$ cat src/rtl/core/apt_pkg.sv
// Shared types and codes for the affine point transform unit.
package apt_pkg;

	localparam logic [2:0] OP_TRANSFORM   = 3'd0;
	localparam logic [2:0] OP_DTRANSFORM  = 3'd1;
	localparam logic [2:0] OP_ITRANSFORM  = 3'd2;
	localparam logic [2:0] OP_IDTRANSFORM = 3'd3;
	localparam logic [2:0] OP_INVERT      = 3'd4;

	localparam logic [2:0] REG_XX = 3'd0;
	localparam logic [2:0] REG_YX = 3'd1;
	localparam logic [2:0] REG_XY = 3'd2;
	localparam logic [2:0] REG_YY = 3'd3;
	localparam logic [2:0] REG_TX = 3'd4;
	localparam logic [2:0] REG_TY = 3'd5;

	typedef enum logic [2:0] {
		UK_FWD_T,
		UK_FWD_D,
		UK_INV_T,
		UK_INV_D,
		UK_INV0,
		UK_INV1,
		UK_INV2
	} kind_t;

	typedef struct packed {
		kind_t              kind;
		logic signed [31:0] x;
		logic signed [31:0] y;
		logic               last;
	} uop_t;

	typedef struct packed {
		logic signed [31:0] xx;
		logic signed [31:0] yx;
		logic signed [31:0] xy;
		logic signed [31:0] yy;
		logic signed [31:0] tx;
		logic signed [31:0] ty;
	} matrix_t;

	typedef struct packed {
		logic v;
		logic negx;
		logic negy;
		logic satx;
		logic saty;
		logic sing;
		logic last;
	} tag_t;

endpackage

$ cat src/rtl/core/apt_front.sv
// Input hold stage and op expansion into micro items.
module apt_front (
	input  logic               clk,
	input  logic               arst_n,
	input  logic               s_tvalid,
	output logic               s_tready,
	input  logic [2:0]         s_tuser,  // op
	input  logic [63:0]        s_tdata,  // x_in, y_in
	input  logic               ce,
	output logic               uop_valid,
	output apt_pkg::uop_t      uop
);
	import apt_pkg::*;

	logic        hv_q;
	logic [2:0]  hop_q;
	logic [31:0] hx_q;
	logic [31:0] hy_q;
	logic [1:0]  ph_q;
	logic        is_inv;
	logic        done;
	logic        consume;

	assign is_inv   = (hop_q == OP_INVERT);
	assign done     = !is_inv || (ph_q == 2'd2);
	assign consume  = hv_q && ce && done;
	assign s_tready = !hv_q || consume;

	always_ff @(posedge clk or negedge arst_n) begin
		if (!arst_n) begin
			hv_q <= 1'b0;
			ph_q <= 2'd0;
		end else begin
			if (s_tvalid && s_tready)
				hv_q <= 1'b1;
			else if (consume)
				hv_q <= 1'b0;
			if (hv_q && ce)
				ph_q <= done ? 2'd0 : ph_q + 2'd1;
		end
	end

	always_ff @(posedge clk) begin
		if (s_tvalid && s_tready) begin
			hop_q <= s_tuser;
			hx_q  <= s_tdata[31:0];
			hy_q  <= s_tdata[63:32];
		end
	end

	always_comb begin
		uop.x     = hx_q;
		uop.y     = hy_q;
		uop.last  = done;
		uop_valid = hv_q;
		case (hop_q)
			OP_TRANSFORM:   uop.kind = UK_FWD_T;
			OP_DTRANSFORM:  uop.kind = UK_FWD_D;
			OP_ITRANSFORM:  uop.kind = UK_INV_T;
			OP_IDTRANSFORM: uop.kind = UK_INV_D;
			OP_INVERT: begin
				case (ph_q)
					2'd0:    uop.kind = UK_INV0;
					2'd1:    uop.kind = UK_INV1;
					default: uop.kind = UK_INV2;
				endcase
			end
			default: begin
				uop.kind  = UK_FWD_D;
				uop_valid = 1'b0;
			end
		endcase
	end

	a_phase_inv: assert property (@(posedge clk) disable iff (!arst_n)
		ph_q != 2'd0 |-> hv_q && hop_q == OP_INVERT)
		else $error("phase advanced on a non-invert item");

endmodule

$ cat config.mk
export PLATFORM = sky130hd
export DESIGN_NAME = apt_front
export DESIGN_NICKNAME = d
export VERILOG_FILES = /design/src/rtl/core/apt_pkg.sv /design/src/rtl/core/apt_front.sv
export SDC_FILE = /design/constraint.sdc
export NUM_CORES = 1
export LEC_CHECK = 0
export ABC_AREA = 1
export BUFFER_PORTS_ARGS = -buffer_cell sky130_fd_sc_hd__buf_2
export CAP_MARGIN = 25
export CORE_MARGIN = 2
export CORE_UTILIZATION = 38
export DETAILED_ROUTE_END_ITERATION = 12
export MAX_ROUTING_LAYER = met4
export PLACE_DENSITY = 0.78
export SKIP_LAST_GASP = 1
export SYNTH_ARGS = -nofsm -noshare
export SYNTH_HDL_FRONTEND = slang
export SYNTH_SLANG_ARGS = --single-unit
$ cat constraint.sdc
create_clock -name clk -period 4.87 [get_ports clk]
set_input_delay 0.2435 -clock clk [delete_from_list [all_inputs] [get_ports clk]]
set_output_delay 0.2435 -clock clk [all_outputs]
set_load 0.05 [all_outputs]
==> results.json <==
{
  "status": "complete, no violations",
  "cpPeakStageDelay_ns": 0.63,
  "postCtsSetupRepairBufs": 0,
  "r2r_slack_ns": 2.37,
  "clk_pin_slew_worst_paths_ns": 0.08,
  "drtIter0Drc": 48,
  "io_pins": 141,
  "finalMaxSlewViolations": 0,
  "design_area_um2": 3280,
  "crit_path_start_kind": "register",
  "worstPathCellList": "inv_1 > ha_1 > inv_1 > nand3_4 > nand2_2 > a21oi_4 > buf_4",
  "ys_top_cells_by_area": "edfxtp_1, dfrtp_1, ha_1",
  "area_delta_synth_final_pct": 44.1,
  "cts_buffers": 9,
  "vias": 1426,
  "maxSlewHeadroom_pct": 47.4,
  "wl_per_cell_um": 14.3,
  "ant_nets": 0,
  "r2r_start": "ph_q[0]$_DFFE_PN0N_",
  "hp-class": "in2reg",
  "timing.final.crit_share_pct": 51.3,
  "fmax_ghz": 0.400,
  "grt_use_met1_pct": 17.2,
  "die_area_um2": 6630,
  "rsz0062_at_grt": "no",
  "final_cell_mix": "buf_2, edfxtp_1, clkbuf_8, nand2_1, inv_1",
  "die_h_um": 81.4,
  "drc": 0,
  "grt_pass1_vias": 1331,
  "final_nets": 328,
  "grt_pass1_wl_um": 6440,
  "synthDominantCellAreaShare_pct": 88.4,
  "clk_latency_ns": 0.33,
  "end_kind": "register",
  "synth-seq-cells": 70,
  "io_buffers": 140,
  "r2r_cells": 7,
  "postSynthAreaPerCell_um2": 22.3,
  "slowest_stage": "a21oi_4",
  "final_util_pct": 56.1,
  "path_class": "reg2reg",
  "netlist_area_um2": 2280,
  "syn_nets": 176,
  "die_width_um": 81.4,
  "setup_violations": 0,
  "whs_endpoint": "hy_q[5]$_DFFE_PP_",
  "finalHoldViolCount": 0,
  "grt-busiest-layer": "met2",
  "tightest_slew_ns": 0.787,
  "syn_inst": 102,
  "fin_crit_ns": 2.50,
  "leakage_uw": 0.00142,
  "first_pass_iters": 5,
  "ir_worst_vdd_uv": 193,
  "drive_above_1_share_pct": 63.3,
  "cts_buffer_depth": 2,
  "use_met3_pct": 4.07,
  "finClkSkew_ns": 0.00845,
  "start_util_pct": 38.9,
  "root_buffer": "clkbuf_8",
  "std_cell_rows": 28,
  "gp_congestion": 0.643,
  "timing.rr.end": "hx_q[4]$_DFFE_PP_",
  "synth_top_cell_by_area": "edfxtp_1",
  "cpMostUsedCell": "inv_1",
  "ys_seq_area_share_pct": 91.6,
  "power.density_nw_per_um2": 414,
  "cts.htree.levels": 3,
  "synth.distinct_cells": 16,
  "fin_worst_hold_slack_ns": 0.0815,
  "core_um2": 5850,
  "hpwl_um": 3560,
  "total_power_uw": 1360,
  "hp-start": "s_tdata[37]",
  "grt.met2_usage_pct": 21.5,
  "viasPerCell": 4.27,
  "antenna_found_initial": 0,
  "crit_fanout": 43,
  "clock_sinks": 70,
  "n_fill_cell": 503,
  "grt_use_total_pct": 14.6,
  "maxCapViolCount": 0,
  "required_ns": 4.84,
  "insertedDiodeCount": 0,
  "dpl_cell_area_um2": 3080,
  "overflow": 0,
  "worstPathArrival_ns": 2.47,
  "hold-path-cell-count": 1,
  "setup_tns_ns": 0,
  "grt_max_degree": 44,
  "routed_wl_um": 4770,
  "cts_tree": "built",
  "synth_warnings": 0,
  "mostFrequentLayoutCell": "buf_2"
}
power breakdown:
group          switching [µW]  internal [µW]
sequential               10.3            702
combinational             161           47.8
clock                     205            233
total                     377            983
synthesized netlist by cell type:
cell       n
nor2_1     4
dfrtp_1    3
a21oi_1    1
o21a_1     1
edfxtp_1  67
nand3_4    1
inv_1      6
ha_1       3
buf_4      1
o22ai_1    1
inv_2      1
nor2_4     1
nand2_2    3
nor2_2     1
nand2_1    7
o21ai_1    1
flip-flops by register name (all words and copies together), names as in the netlist:
register  cells
hop_q         3
hv_q          1
hx_q         32
hy_q         32
ph_q          2
worst max-delay path by stage:
stage	from	end	slack, ns	depth (start not counted)
CTS	ph_q[0]$_DFFE_PN0N_	hx_q[26]$_DFFE_PP_	2.32	7
global route	ph_q[0]$_DFFE_PN0N_	hx_q[4]$_DFFE_PP_	2.16	7
floorplan	ph_q[0]$_DFFE_PN0N_	hop_q[0]$_DFFE_PP_	0.29	6
detailed placement	ph_q[0]$_DFFE_PN0N_	hy_q[27]$_DFFE_PP_	2.31	7
global placement	ph_q[0]$_DFFE_PN0N_	hy_q[27]$_DFFE_PP_	2.45	7
finish	ph_q[0]$_DFFE_PN0N_	hx_q[4]$_DFFE_PP_	2.37	7
kinds of logic (layout without fill, tap and decap cells):
family | Yosys count | in the layout | share of synthesized area, %
flops | 70 | 70 | 91.6
simple gates | 17 | 17 | 4.18
fa+ha+maj | 3 | 3 | 1.65
compound gates | 4 | 4 | 1.04
buf+inv | 8 | 165 | 1.48
cell type report:
cell class,count,area [µm²],share of cell area [%]
Multi-Input combinational cell,24,168,5.11
Timing Repair Buffer,142,718,21.9
Inverter,7,26.3,0.801
Clock buffer,9,124,3.77
Tap cell,75,93.8,2.86
Clock inverter,7,65.1,1.98
Sequential cell,70,2090,63.6
per-stage QoR:
stage               cells  setup slack (ns)
floorplan             102             0.294
global placement      317              2.45
detailed placement    317              2.31
CTS                   334              2.32
global route          334              2.16
finish                334              2.37
metal layers:
metal | share of wire [%] | wire length [µm]
met4 | 2.3 | 108
met5 | 0 | 0
met3 | 7.9 | 375
met1 | 40 | 1900
met2 | 50 | 2380
timing repair:
| action | 4_1_cts | 5_1_grt |
|---|---|---|
| hold endpoints to repair | 3 | 0 |
| hold buffers | 1 | 0 |
| resized for setup | 0 | 0 |
worst max-delay path: cells and delay by family (launching register included):
family                     cells  cell delay [ns]
buffers and inverters          3             0.74
AOI/OAI and AO/OA              1             0.63
DFF                            1             0.40
and+or+nand+nor                2             0.18
adders and majority gates      1             0.16
Power figures use the tool's default switching activity.
